## src/rtl/core/isfu_pkg.sv

```systemverilog
package isfu_pkg;

  // Lane and field geometry
  localparam int unsigned LANES     = 7;
  localparam int unsigned LANE_W    = 3;
  localparam int unsigned FRAME_W   = 13;
  localparam int unsigned VALUE_W   = 64;
  localparam int unsigned CLAMP_W   = 16;
  localparam int unsigned LAYOUT_W  = 28;
  localparam int unsigned APB_AW    = 5;
  localparam int unsigned APB_DW    = 32;

  localparam logic [LANE_W-1:0] LAST_LANE = 3'd6;

  // Frame queue between front and back
  localparam int unsigned Q_DEPTH = 2;
  localparam int unsigned QPTR_W  = $clog2(Q_DEPTH);
  localparam int unsigned QCNT_W  = $clog2(Q_DEPTH + 1);

  // Saturation bounds
  localparam logic [CLAMP_W-1:0] CLAMP_HI   = 16'h7FFF;
  localparam logic [CLAMP_W-1:0] CLAMP_LO   = 16'h8000;
  localparam logic [VALUE_W-1:0] CLAMP_HI_X = 64'h0000_0000_0000_7FFF;
  localparam logic [VALUE_W-1:0] CLAMP_LO_X = 64'hFFFF_FFFF_FFFF_8000;

  // Register map, word index
  typedef enum logic [2:0] {
    REG_FRAME_BYTES = 3'd0,
    REG_ACCEL_X     = 3'd1,
    REG_ACCEL_Y     = 3'd2,
    REG_ACCEL_Z     = 3'd3,
    REG_GYRO_X      = 3'd4,
    REG_GYRO_Y      = 3'd5,
    REG_GYRO_Z      = 3'd6,
    REG_STAMP       = 3'd7
  } reg_idx_e;

  localparam logic [FRAME_W-1:0] FRAME_BYTES_RESET = 13'd24;

  // Channel layout register, MSB first
  typedef struct packed {
    logic       big;
    logic       sgn;
    logic [5:0] shift;
    logic [5:0] bits_m1;
    logic [1:0] log2_size;
    logic [11:0] offset;
  } layout_t;

  typedef layout_t [LANES-1:0] layout_arr_t;

  localparam logic [LAYOUT_W-1:0] LAYOUT_RESET [LANES] = '{
    28'd201576448, 28'd201576450, 28'd201576452, 28'd201576454,
    28'd201576456, 28'd201576458, 28'd68153360
  };

  typedef logic [VALUE_W-1:0] lane_acc_t;
  typedef lane_acc_t [LANES-1:0] frame_rec_t;

  // Back end, decode stage contents
  typedef struct packed {
    logic [LANE_W-1:0]  lane;
    logic [VALUE_W-1:0] value;
    logic [5:0]         bits_m1;
    logic               sgn;
    logic               span_err;
  } dec_stage_t;

endpackage

```

## src/rtl/core/isfu_front.sv

```systemverilog
module isfu_front #(
  parameter int unsigned PosW = 12
) (
  input  logic                          clk_i,
  input  logic                          rst_ni,
  input  logic                          in_valid_i,
  output logic                          in_ready_o,
  input  logic [7:0]                    frame_byte_i,
  input  logic [isfu_pkg::FRAME_W-1:0]  frame_len_i,
  input  isfu_pkg::layout_arr_t         layout_i,
  output logic                          push_valid_o,
  input  logic                          push_ready_i,
  output isfu_pkg::frame_rec_t          push_rec_o
);

  logic [PosW-1:0]                 pos_q, pos_d;
  isfu_pkg::frame_rec_t            acc_q, acc_d, acc_gather;
  logic [isfu_pkg::FRAME_W-1:0]    pos_ext;
  logic [isfu_pkg::FRAME_W-1:0]    lane_off  [isfu_pkg::LANES];
  logic [isfu_pkg::FRAME_W-1:0]    lane_end  [isfu_pkg::LANES];
  logic [isfu_pkg::FRAME_W-1:0]    lane_rel  [isfu_pkg::LANES];
  logic                            lane_hit  [isfu_pkg::LANES];
  logic                            frame_end;
  logic                            accept;

  assign pos_ext   = isfu_pkg::FRAME_W'(pos_q);
  assign frame_end = (pos_ext + 13'd1) >= frame_len_i;

  // Only the completing byte needs room in the queue
  assign in_ready_o   = !frame_end || push_ready_i;
  assign accept       = in_valid_i && in_ready_o;
  assign push_valid_o = accept && frame_end;
  assign push_rec_o   = acc_gather;

  // Per-lane byte gather under the current layout
  always_comb begin
    for (int i = 0; i < isfu_pkg::LANES; i++) begin
      lane_off[i] = {1'b0, layout_i[i].offset};
      lane_end[i] = lane_off[i] + (13'd1 << layout_i[i].log2_size);
      lane_hit[i] = (pos_ext >= lane_off[i]) && (pos_ext < lane_end[i]);
      lane_rel[i] = pos_ext - lane_off[i];
      acc_gather[i] = acc_q[i];
      if (lane_hit[i]) begin
        if (layout_i[i].big) begin
          acc_gather[i] = {acc_q[i][55:0], frame_byte_i};
        end else begin
          acc_gather[i] = acc_q[i] |
                          (64'(frame_byte_i) << {lane_rel[i][2:0], 3'b000});
        end
      end
    end
  end

  // Position counter and lane accumulators
  always_comb begin
    pos_d = pos_q;
    acc_d = acc_q;
    if (accept) begin
      if (frame_end) begin
        pos_d = '0;
        acc_d = '0;
      end else begin
        pos_d = pos_q + PosW'(1);
        acc_d = acc_gather;
      end
    end
  end

  always_ff @(posedge clk_i or negedge rst_ni) begin
    if (!rst_ni) begin
      pos_q <= '0;
      acc_q <= '0;
    end else begin
      pos_q <= pos_d;
      acc_q <= acc_d;
    end
  end

endmodule

```

## src/rtl/core/isfu_queue.sv

```systemverilog
module isfu_queue (
  input  logic                 clk_i,
  input  logic                 rst_ni,
  input  logic                 push_valid_i,
  output logic                 push_ready_o,
  input  isfu_pkg::frame_rec_t push_rec_i,
  output logic                 head_valid_o,
  input  logic                 pop_i,
  output isfu_pkg::frame_rec_t head_rec_o
);

  isfu_pkg::frame_rec_t              mem_q [isfu_pkg::Q_DEPTH];
  logic [isfu_pkg::QPTR_W-1:0]       wr_ptr_q, wr_ptr_d;
  logic [isfu_pkg::QPTR_W-1:0]       rd_ptr_q, rd_ptr_d;
  logic [isfu_pkg::QCNT_W-1:0]       cnt_q, cnt_d;
  logic                              do_push, do_pop;

  assign push_ready_o = cnt_q != isfu_pkg::QCNT_W'(isfu_pkg::Q_DEPTH);
  assign head_valid_o = cnt_q != '0;
  assign head_rec_o   = mem_q[rd_ptr_q];
  assign do_push      = push_valid_i && push_ready_o;
  assign do_pop       = pop_i && head_valid_o;

  // Pointer and fill count update
  always_comb begin
    wr_ptr_d = wr_ptr_q;
    rd_ptr_d = rd_ptr_q;
    cnt_d    = cnt_q;
    if (do_push) wr_ptr_d = wr_ptr_q + isfu_pkg::QPTR_W'(1);
    if (do_pop)  rd_ptr_d = rd_ptr_q + isfu_pkg::QPTR_W'(1);
    if (do_push && !do_pop) cnt_d = cnt_q + isfu_pkg::QCNT_W'(1);
    if (!do_push && do_pop) cnt_d = cnt_q - isfu_pkg::QCNT_W'(1);
  end

  always_ff @(posedge clk_i or negedge rst_ni) begin
    if (!rst_ni) begin
      wr_ptr_q <= '0;
      rd_ptr_q <= '0;
      cnt_q    <= '0;
    end else begin
      wr_ptr_q <= wr_ptr_d;
      rd_ptr_q <= rd_ptr_d;
      cnt_q    <= cnt_d;
    end
  end

  // Frame storage, no reset needed
  always_ff @(posedge clk_i) begin
    if (do_push) begin
      mem_q[wr_ptr_q] <= push_rec_i;
    end
  end

endmodule

```

## src/rtl/core/isfu_back.sv

```systemverilog
module isfu_back (
  input  logic                                clk_i,
  input  logic                                rst_ni,
  input  logic                                head_valid_i,
  input  isfu_pkg::frame_rec_t                head_rec_i,
  output logic                                pop_o,
  input  isfu_pkg::layout_arr_t               layout_i,
  input  logic [isfu_pkg::FRAME_W-1:0]        frame_len_i,
  output logic                                out_valid_o,
  input  logic                                out_ready_i,
  output logic [isfu_pkg::LANE_W-1:0]         channel_id_o,
  output logic signed [isfu_pkg::VALUE_W-1:0] raw_value_o,
  output logic signed [isfu_pkg::CLAMP_W-1:0] clamped_value_o,
  output logic                                decode_error_o,
  output logic                                last_of_frame_o
);

  logic [isfu_pkg::LANE_W-1:0]  lane_q, lane_d;
  isfu_pkg::layout_t            lay;
  isfu_pkg::lane_acc_t          acc_sel;
  logic [isfu_pkg::VALUE_W-1:0] mask_a;
  logic [isfu_pkg::FRAME_W-1:0] span_end;
  isfu_pkg::dec_stage_t         s1_q, s1_d;
  logic                         s1_valid_q;
  logic                         issue, s1_ready, out_take, s1_move;

  logic [isfu_pkg::VALUE_W-1:0] mask_b;
  logic [isfu_pkg::VALUE_W-1:0] val_b;
  logic                         err_b;
  logic [isfu_pkg::CLAMP_W-1:0] clamp_b;

  logic                         out_valid_q;
  logic [isfu_pkg::LANE_W-1:0]  ch_q;
  logic [isfu_pkg::VALUE_W-1:0] raw_q;
  logic [isfu_pkg::CLAMP_W-1:0] clamp_q;
  logic                         err_q;
  logic                         last_q;

  // Flow control: output register, then decode register, then issue
  assign out_take = !out_valid_q || out_ready_i;
  assign s1_move  = s1_valid_q && out_take;
  assign s1_ready = !s1_valid_q || out_take;
  assign issue    = head_valid_i && s1_ready;
  assign pop_o    = issue && (lane_q == isfu_pkg::LAST_LANE);
  assign lane_d   = !issue ? lane_q :
                    (lane_q == isfu_pkg::LAST_LANE) ? '0 :
                    lane_q + isfu_pkg::LANE_W'(1);

  // Issue: select lane, shift, mask, check span
  always_comb begin
    lay      = layout_i[lane_q];
    acc_sel  = head_rec_i[lane_q];
    mask_a   = {isfu_pkg::VALUE_W{1'b1}} >> (6'd63 - lay.bits_m1);
    span_end = {1'b0, lay.offset} + (13'd1 << lay.log2_size);
    s1_d.lane     = lane_q;
    s1_d.value    = (acc_sel >> lay.shift) & mask_a;
    s1_d.bits_m1  = lay.bits_m1;
    s1_d.sgn      = lay.sgn;
    s1_d.span_err = span_end > frame_len_i;
  end

  // Decode: sign extension, overflow check, saturation
  always_comb begin
    mask_b = {isfu_pkg::VALUE_W{1'b1}} >> (6'd63 - s1_q.bits_m1);
    val_b  = s1_q.value;
    err_b  = 1'b0;
    if (s1_q.span_err) begin
      val_b = '0;
      err_b = 1'b1;
    end else if (s1_q.sgn && s1_q.value[s1_q.bits_m1]) begin
      val_b = s1_q.value | ~mask_b;
    end else if (s1_q.value[isfu_pkg::VALUE_W-1]) begin
      val_b = '0;
      err_b = 1'b1;
    end
    if (val_b[isfu_pkg::VALUE_W-1]) begin
      clamp_b = (val_b < isfu_pkg::CLAMP_LO_X) ? isfu_pkg::CLAMP_LO : val_b[15:0];
    end else begin
      clamp_b = (val_b > isfu_pkg::CLAMP_HI_X) ? isfu_pkg::CLAMP_HI : val_b[15:0];
    end
  end

  always_ff @(posedge clk_i or negedge rst_ni) begin
    if (!rst_ni) begin
      lane_q      <= '0;
      s1_valid_q  <= 1'b0;
      out_valid_q <= 1'b0;
    end else begin
      lane_q <= lane_d;
      if (s1_ready) s1_valid_q  <= issue;
      if (out_take) out_valid_q <= s1_valid_q;
    end
  end

  // Payload registers
  always_ff @(posedge clk_i) begin
    if (issue) s1_q <= s1_d;
    if (s1_move) begin
      ch_q    <= s1_q.lane;
      raw_q   <= val_b;
      clamp_q <= clamp_b;
      err_q   <= err_b;
      last_q  <= s1_q.lane == isfu_pkg::LAST_LANE;
    end
  end

  assign out_valid_o     = out_valid_q;
  assign channel_id_o    = ch_q;
  assign raw_value_o     = raw_q;
  assign clamped_value_o = clamp_q;
  assign decode_error_o  = err_q;
  assign last_of_frame_o = last_q;

endmodule

```

## src/rtl/core/imu_scan_frame_unpacker.sv

```systemverilog
// Channel  | Dir | Handshake                 | Payload
// ---------+-----+---------------------------+------------------------------------------
// input    | in  | in_valid_i / in_ready_o   | frame_byte_i
// result   | out | out_valid_o / out_ready_i | channel_id_o, raw_value_o, clamped_value_o,
//          |     |                           | decode_error_o, last_of_frame_o
// config   | in  | psel/penable/pwrite       | paddr, pwdata, prdata, pready
//
// One byte is taken every cycle while the queue has room for a completing byte; a frame's
// seven results leave one per cycle while out_ready_i is not held low, set by the single
// shared decode path in the back end. The first result passes from the queue through the
// decode register and the output register. A two-frame queue parts gathering from decoding;
// the completing byte of a frame stalls only while that queue is full.
// Asynchronous active-low reset; no clearing pass, usable the cycle after reset.
module imu_scan_frame_unpacker #(
  parameter int unsigned MAX_FRAME_BYTES = 4096
) (
  input  logic                                clk_i,
  input  logic                                rst_ni,
  input  logic                                in_valid_i,
  output logic                                in_ready_o,
  input  logic [7:0]                          frame_byte_i,
  output logic                                out_valid_o,
  input  logic                                out_ready_i,
  output logic [isfu_pkg::LANE_W-1:0]         channel_id_o,
  output logic signed [isfu_pkg::VALUE_W-1:0] raw_value_o,
  output logic signed [isfu_pkg::CLAMP_W-1:0] clamped_value_o,
  output logic                                decode_error_o,
  output logic                                last_of_frame_o,
  input  logic                                psel,
  input  logic                                penable,
  input  logic                                pwrite,
  input  logic [isfu_pkg::APB_AW-1:0]         paddr,
  input  logic [isfu_pkg::APB_DW-1:0]         pwdata,
  output logic [isfu_pkg::APB_DW-1:0]         prdata,
  output logic                                pready
);

  localparam int unsigned PosW = $clog2(MAX_FRAME_BYTES);
  localparam logic [isfu_pkg::FRAME_W-1:0] MaxLen = isfu_pkg::FRAME_W'(MAX_FRAME_BYTES);

  logic [isfu_pkg::FRAME_W-1:0] frame_bytes_q;
  isfu_pkg::layout_arr_t        layout_q;
  logic [isfu_pkg::FRAME_W-1:0] frame_len;
  isfu_pkg::reg_idx_e           reg_idx;
  logic                         cfg_wr;

  logic                         push_valid, push_ready, head_valid, pop;
  isfu_pkg::frame_rec_t         push_rec, head_rec;

  assign pready  = 1'b1;
  assign reg_idx = isfu_pkg::reg_idx_e'(paddr[4:2]);
  assign cfg_wr  = psel && penable && pwrite && pready;

  // Effective frame length, clamped to 1..MAX_FRAME_BYTES
  assign frame_len = (frame_bytes_q == '0)   ? isfu_pkg::FRAME_W'(1) :
                     (frame_bytes_q > MaxLen) ? MaxLen : frame_bytes_q;

  // Configuration registers
  always_ff @(posedge clk_i or negedge rst_ni) begin
    if (!rst_ni) begin
      frame_bytes_q <= isfu_pkg::FRAME_BYTES_RESET;
      for (int i = 0; i < isfu_pkg::LANES; i++) begin
        layout_q[i] <= isfu_pkg::LAYOUT_RESET[i];
      end
    end else if (cfg_wr) begin
      if (reg_idx == isfu_pkg::REG_FRAME_BYTES) begin
        frame_bytes_q <= pwdata[isfu_pkg::FRAME_W-1:0];
      end else begin
        layout_q[3'(reg_idx) - 3'd1] <= pwdata[isfu_pkg::LAYOUT_W-1:0];
      end
    end
  end

  // Register read back
  always_comb begin
    case (reg_idx)
      isfu_pkg::REG_FRAME_BYTES: prdata = isfu_pkg::APB_DW'(frame_bytes_q);
      isfu_pkg::REG_ACCEL_X:     prdata = isfu_pkg::APB_DW'(layout_q[0]);
      isfu_pkg::REG_ACCEL_Y:     prdata = isfu_pkg::APB_DW'(layout_q[1]);
      isfu_pkg::REG_ACCEL_Z:     prdata = isfu_pkg::APB_DW'(layout_q[2]);
      isfu_pkg::REG_GYRO_X:      prdata = isfu_pkg::APB_DW'(layout_q[3]);
      isfu_pkg::REG_GYRO_Y:      prdata = isfu_pkg::APB_DW'(layout_q[4]);
      isfu_pkg::REG_GYRO_Z:      prdata = isfu_pkg::APB_DW'(layout_q[5]);
      isfu_pkg::REG_STAMP:       prdata = isfu_pkg::APB_DW'(layout_q[6]);
      default:                   prdata = '0;
    endcase
  end

  isfu_front #(
    .PosW (PosW)
  ) u_front (
    .clk_i        (clk_i),
    .rst_ni       (rst_ni),
    .in_valid_i   (in_valid_i),
    .in_ready_o   (in_ready_o),
    .frame_byte_i (frame_byte_i),
    .frame_len_i  (frame_len),
    .layout_i     (layout_q),
    .push_valid_o (push_valid),
    .push_ready_i (push_ready),
    .push_rec_o   (push_rec)
  );

  isfu_queue u_queue (
    .clk_i        (clk_i),
    .rst_ni       (rst_ni),
    .push_valid_i (push_valid),
    .push_ready_o (push_ready),
    .push_rec_i   (push_rec),
    .head_valid_o (head_valid),
    .pop_i        (pop),
    .head_rec_o   (head_rec)
  );

  isfu_back u_back (
    .clk_i           (clk_i),
    .rst_ni          (rst_ni),
    .head_valid_i    (head_valid),
    .head_rec_i      (head_rec),
    .pop_o           (pop),
    .layout_i        (layout_q),
    .frame_len_i     (frame_len),
    .out_valid_o     (out_valid_o),
    .out_ready_i     (out_ready_i),
    .channel_id_o    (channel_id_o),
    .raw_value_o     (raw_value_o),
    .clamped_value_o (clamped_value_o),
    .decode_error_o  (decode_error_o),
    .last_of_frame_o (last_of_frame_o)
  );

endmodule

```

## config.mk

```make
export PLATFORM = sky130hd
export DESIGN_NAME = imu_scan_frame_unpacker
export DESIGN_NICKNAME = d
export VERILOG_FILES = /design/src/rtl/core/isfu_pkg.sv /design/src/rtl/core/isfu_front.sv /design/src/rtl/core/isfu_queue.sv /design/src/rtl/core/isfu_back.sv /design/src/rtl/core/imu_scan_frame_unpacker.sv
export SDC_FILE = /design/constraint.sdc
export NUM_CORES = 2
export LEC_CHECK = 0
export BUFFER_PORTS_ARGS = -buffer_cell sky130_fd_sc_hd__buf_2
export CAP_MARGIN = 40
export CORE_MARGIN = 2
export CORE_UTILIZATION = 55
export DETAILED_ROUTE_END_ITERATION = 6
export PLACE_DENSITY = 0.79
export SLEW_MARGIN = 20
export SYNTH_ARGS = -nofsm -noshare
export SYNTH_HDL_FRONTEND = slang
export SYNTH_SLANG_ARGS = --single-unit
```

## constraint.sdc

```tcl
create_clock -name clk_i -period 26.3 [get_ports clk_i]
set_clock_uncertainty 0.1 [all_clocks]
set_input_delay 3.945 -clock clk_i [delete_from_list [all_inputs] [get_ports clk_i]]
set_output_delay 3.945 -clock clk_i [all_outputs]
set_load 0.05 [all_outputs]
```

Yosys cells after proc, flatten, opt, wreduce, memory -nomap -nowiden
Memories as Yosys holds them, arrays and structs flattened.
Cells that the tools add are included.
{"block": "totals", "wordCells": 230, "mem_count": 1, "ff_bits": 838, "ram_bits": 896, "output_inout_bits": 120}
{"block": "classes", "bitwise_logic": 11, "n_mux": 41, "eq_ne": 10, "reduce_logical": 34, "order_cmp": 23, "add_sub_neg": 25, "n_shift": 18}
{"memory": "u_queue.mem_q", "depth": 2, "word_bits": 448, "read_ports": 1, "rd_clocked_by_memory_dff": 0, "wr": 1, "line_no": "isfu_queue.sv:12", "source": "isfu_pkg::frame_rec_t mem_q [isfu_pkg::Q_DEPTH];"}
{"op": "64-bit two-way mux", "count": 17}
{"op": "64-bit bitwise OR", "count": 8}
{"op": "448-bit two-way mux", "count": 1}
{"op": "8-bit by 6-bit left shift with 64-bit output", "count": 7}
{"op": "32-bit case mux with 8 select lines", "count": 1}
{"op": "196-bit bitwise mux", "count": 1}
{"op": "64-bit binary-select mux with 3-bit select", "count": 1}
{"op": "64-bit by 6-bit right shift with 64-bit output (first input constant)", "count": 2}
{"op": "12-bit by 13-bit adder with 13-bit output", "count": 8}
{"op": "1-bit by 2-bit left shift with 13-bit output (first input constant)", "count": 8}
{"op": "12-bit by 13-bit < comparator with 1-bit output", "count": 7}
{"op": "28-bit binary-select mux with 3-bit select", "count": 1}
{"op": "28-bit demux with 3-bit select", "count": 1}
{"op": "12-bit greater-or-equal comparator", "count": 7}
{"op": "64-bit bitwise AND", "count": 1}
{"op": "64-bit by 15-bit > comparator with 1-bit output (second input constant)", "count": 1}
{"op": "64-bit < comparator (second input constant)", "count": 1}
{"op": "64-bit NOT", "count": 1}
{"op": "64-bit by 6-bit right shift with 64-bit output", "count": 1}
{"op": "63-bit two-way mux", "count": 1}
{"op": "16-bit two-way mux", "count": 3}
{"op": "28-bit two-way mux", "count": 1}
{"op": "27-bit two-way mux", "count": 1}
{"op": "13-bit two-way mux", "count": 2}
{"op": "32 further kinds", "count": 79}

Longest topological paths before layout
{"block": "depth", "depth_word": 12, "mapped_depth": 28}

Cells and area by module
From an unflattened synthesis, not the netlist that was laid out.
{"block": "hier_totals", "hier_cells": 8114, "hier_area_um2": 93349.5}
{"module": "isfu_front", "seq_area_each_um2": 11511.0, "instances": 1, "area_each_um2": 34027.6, "cells_per_inst": 4244}
{"module": "isfu_queue", "seq_area_each_um2": 27005.9, "instances": 1, "area_each_um2": 32687.6, "cells_per_inst": 1411}
{"module": "isfu_back", "seq_area_each_um2": 4929.7, "instances": 1, "area_each_um2": 16863.7, "cells_per_inst": 1789}
{"module": "imu_scan_frame_unpacker", "seq_area_each_um2": 5306.3, "instances": 1, "area_each_um2": 9770.6, "cells_per_inst": 670}

Worst setup path after synthesis
No wires, ideal clock.
{"block": "synth_timing", "path_kind": "in2reg", "start": "in in_valid_i", "end": "mem u_queue.mem_q[0][0] in the netlist's numbering (enable)", "path_buffers": 2, "path_stages": 6, "path_slack_ps": 1585, "setup_time_ps": 1271, "arrival_time_ps": 23344, "cell_sequence": "o21ai_0 -> a41o_1 -> clkbuf_1 -> clkbuf_1 -> nand2b_1 -> nor2_1"}
{"block": "synth_between", "elab_chain_len": 5}
{"item": "start: declaration", "line_no": "imu_scan_frame_unpacker.sv:19", "source": "input logic in_valid_i,"}
{"item": "1-bit logical AND", "line_no": "isfu_front.sv:31", "source": "assign accept = in_valid_i && in_ready_o;"}
{"item": "1-bit logical AND", "line_no": "isfu_front.sv:32", "source": "assign push_valid_o = accept && frame_end;"}
{"item": "1-bit logical AND", "line_no": "isfu_queue.sv:21", "source": "assign do_push = push_valid_i && push_ready_o;"}
{"item": "1-bit two-way mux", "line_no": "isfu_queue.sv:49", "source": "if (do_push) begin"}
{"item": "1-bit two-way mux (not written as such)", "line_no": "isfu_queue.sv:50", "source": "mem_q[wr_ptr_q] <= push_rec_i;"}
{"item": "end: declaration", "line_no": "isfu_queue.sv:12"}
No other way between the ends.

Worst setup path in the final report
{"block": "layout_timing", "start": "in paddr[2] in the netlist's numbering", "end": "out prdata[12] in the netlist's numbering"}
{"block": "layout_between", "elab_chain_len": 2, "elab_cells_between_ends": 9, "classes_between": "eq/ne (7); mux (1); reduce/logical (1)"}
{"item": "start: declaration", "line_no": "imu_scan_frame_unpacker.sv:32", "source": "input logic [isfu_pkg::APB_AW-1:0] paddr,"}
{"item": "3-bit == test (tied with other cells)", "line_no": "imu_scan_frame_unpacker.sv:76", "source": "case (reg_idx)"}
{"item": "32-bit case mux with 8 select lines (*)", "line_no": "imu_scan_frame_unpacker.sv:76"}
{"item": "end: declaration", "line_no": "imu_scan_frame_unpacker.sv:34", "source": "output logic [isfu_pkg::APB_DW-1:0] prdata,"}
Mark *: on every way between the ends. The rest lies on a longest branch, timed or not. The select of a mux whose other input is x is not followed.

==> flow_metrics.tcl <==
set metrics [dict create \
    status "completed" \
    intPower_uw 7376 \
    final_nets 7994 \
    via_count 70160 \
    cts_buffers 178 \
    clock-sinks 1734 \
    gp_congestion 0.9570 \
    yosys.area.top_type "edfxtp_1" \
    areaGrowthSynthToFinish_pct 11.32 \
    period_minus_slack_ns 10.31 \
    wl_mm 293.8 \
    drt_iter0_markers 10410 \
    r2r_cells 21 \
    slowest_delay_ns 0.64 \
    core-area_sq_um 163100 \
    port_buffers 160 \
    critPathMostFrequentCell "buf_2" \
    peakVddDrop_uv 116.2 \
    crit_fanout 30 \
    core.rowCount 148 \
    period_share_pct 39.22 \
    crit_start "paddr[2]" \
    cts_root_buffer "clkbuf_16" \
    cts_hold_buf 0 \
    hold_viol_final 0 \
    cap_viol_max_count 0 \
    die_area_sq_um 167800 \
    switching_share_pct 44.22 \
    grtUsageMet3_pct 8.959 \
    slowest_stage "or4_1" \
    use_met1_pct 44.17 \
    cp_num_cells 8 \
    seq_area_frac_synth_pct 53.86 \
    ys_seq_elements 1734 \
    grtUsageTotal_pct 34.07 \
    grt_pass1_wl_mm 432.6 \
    cp-end-kind "output pin" \
    grt_antenna_before_repair 15 \
    final_common_cell "edfxtp_1" \
    power_density_nw_per_um2 131.2 \
    h-tree-depth 4 \
    final_util_pct 61.77 \
    synth_top_area_share_pct 35.03 \
    setup_viol 0 \
    reg2reg_to "u_front.acc_q[364]$_DFFE_PN0N_" \
    rsz0062_at_grt "no" \
    syn_area_sq_um 90520 \
    avgSynthCellArea_sq_um 11.68 \
    dp_hpwl_mm 189.8 \
    drt-pass1-iter-count 6 \
    worst_slew_pin_slew_ns 1.113 \
    ys_warn_count 0 \
    wire_per_inst_um 29.27 \
    worstReg2RegStart "u_front.pos_q[3]$_DFFE_PN0N_" \
    synth_edf_count 1056 \
    placed_cell_area_sq_um 94120 \
    globalRoute.busiestLayer "met2" \
    drcViolationCount 0 \
    crit_arrival_ns 6.27 \
    p_comb_share_pct 48.6 \
    p_clk_share_pct 19.8 \
    syn_inst 7750 \
    post_cts.repair.setup_buffers 0 \
    fin_tns_setup_ns 0 \
    synthTopCellsByArea "edfxtp_1, dfrtp_1, mux2i_1" \
    via_per_inst 6.990 \
    die_w_um 409.7 \
    hold_class "reg -> reg" \
    worstSetupPathType "in -> out" \
    critPathCapture "prdata[12]" \
    leakagePower_uw 0.04042 \
    async_reset_ff_share_pct 39.10 \
    synthFlopType "edfxtp_1" \
    met2_usage_pct 53.30 \
    grt_pass1_vias 68780 \
    seqPwrFrac_pct 31.6 \
    design_area_sq_um 100800 \
    slew_headroom_pct 25.79 \
    cts_tree "built" \
    p_switching_uw 5847 \
    cts-resized-gates 0 \
    gr-total-overflow 0 \
    cp.buffers_inverters 5 \
    max_freq_mhz 96.95 \
    final_cell_mix "edfxtp_1, a21oi_1, dfrtp_1" \
    cp.required_ns 22.25 \
    die_h_um 409.7 \
    drv_slew 0 \
    grt_max_degree 173 \
    path_cells "buf_2 > inv_1 > ha_1 > buf_4 > or4_1 > buf_8 > a31oi_1 > buf_2" \
    start_util_pct 55.49 \
    clk_latency_ns 0.86 \
    clkTransAtPathRegs_ns 0.06 \
    ys_types 88 \
    clk_path_buf_depth 3 \
    ant_nets 0 \
    r2r_setup_slack_ns 19.04 \
    boundaryPins 172 \
    start_kind "input port" \
    drive_gt1_share_pct 14.95 \
    crit_family "buffers and inverters" \
]
## final cells by class
type	count	area (sq um)
clock inverter	84	1130
fill	12130	62370
inverter	257	964.7
sequential	1734	48770
antenna	4	10.01
tap	2175	2721
timing repair buffer	379	3470
clock buffer	253	4946
multi-input combinational	5151	38760
## cell families after synthesis
logic type | Yosys count | share of synthesized area, %
other | 2 | 0.008296
buffers and inverters | 868 | 3.747
adders and majority gates | 242 | 3.467
xor gates and xnor gates | 104 | 1.006
and+or+nand+nor | 1504 | 7.392
muxes | 863 | 12.07
DFF | 1734 | 53.86
AOI/OAI and AO/OA | 2433 | 18.45
## flip-flops by register name, indices dropped and copies added (netlist names)
signal / flops
u_queue.mem_q: 896
u_front.acc_q: 448
layout_q: 196
u_back.s1_q: 75
u_back.raw_value_o: 64
u_back.clamped_value_o: 16
frame_bytes_q: 13
u_front.pos_q: 12
u_back.channel_id_o: 3
u_back.lane_q: 3
u_queue.cnt_q: 2
u_back.decode_error_o: 1
u_back.last_of_frame_o: 1
u_back.out_valid_o: 1
u_back.s1_valid_q: 1
u_queue.rd_ptr_q: 1
u_queue.wr_ptr_q: 1
## cell usage after synthesis, types with 36 or more instances
master       n
inv_1      252
o32ai_1    165
a21oi_1    732
nor3_1      53
nand3_1    168
edfxtp_1  1056
dfstp_2     61
ha_1       226
mux4_2     160
buf_2       71
o22a_1     280
a22o_1     337
o21ai_0    318
o21a_1     129
a211oi_1    36
a21o_1     117
mux2_2     231
buf_1       82
a22oi_1     62
clkbuf_1   448
nor2b_1     56
xnor2_1     77
nand2_1    417
dfrtp_1    617
o22ai_1     75
and3_1      37
mux2i_1    472
nor2_1     603
## routing by layer
layer | wire [um] | vias to the layer above
met2 | 135800 | 4876
met1 | 107600 | 34850
met5 | 102 | -
met3 | 34290 | 1045
li1 | - | 29370
met4 | 16050 | 16
## worst min path at each step
stage,start,endpoint,cells after the start
6_report,u_back.s1_q[72]$_DFFE_PP_,u_back.channel_id_o[0]$_DFFE_PP_,0
2_1_floorplan,u_back.lane_q[0]$_DFFE_PN0P_,u_back.s1_q[72]$_DFFE_PP_,0
3_5_place_dp,u_back.s1_q[73]$_DFFE_PP_,u_back.channel_id_o[1]$_DFFE_PP_,0
5_1_grt,u_back.s1_q[73]$_DFFE_PP_,u_back.channel_id_o[1]$_DFFE_PP_,0
3_3_place_gp,u_back.s1_q[73]$_DFFE_PP_,u_back.channel_id_o[1]$_DFFE_PP_,0
4_1_cts,u_back.s1_q[73]$_DFFE_PP_,u_back.channel_id_o[1]$_DFFE_PP_,0
## power groups by stage
stage / registers [uW] / clock network (uW) / logic [uW]
floorplan: 4440 / 0 / 3920
CTS: 4170 / 2630 / 6140
detailed placement: 4220 / 0 / 6090
finish: 4180 / 2620 / 6420
global route: 4210 / 2740 / 6740
global placement: 4200 / 0 / 5900
## stage by stage
stage	power (uW)	instances	worst slack [ns]	hold WS (ns)
CTS	12940	10000	15.75	0.3552
floorplan	8367	7753	1.585	0.3196
finish	13220	10040	15.99	0.3580
global placement	10090	9604	15.79	0.3317
detailed placement	10310	9667	15.75	0.3413
global route	13690	10030	16.00	0.3711
(Power assumes the default switching activity.)
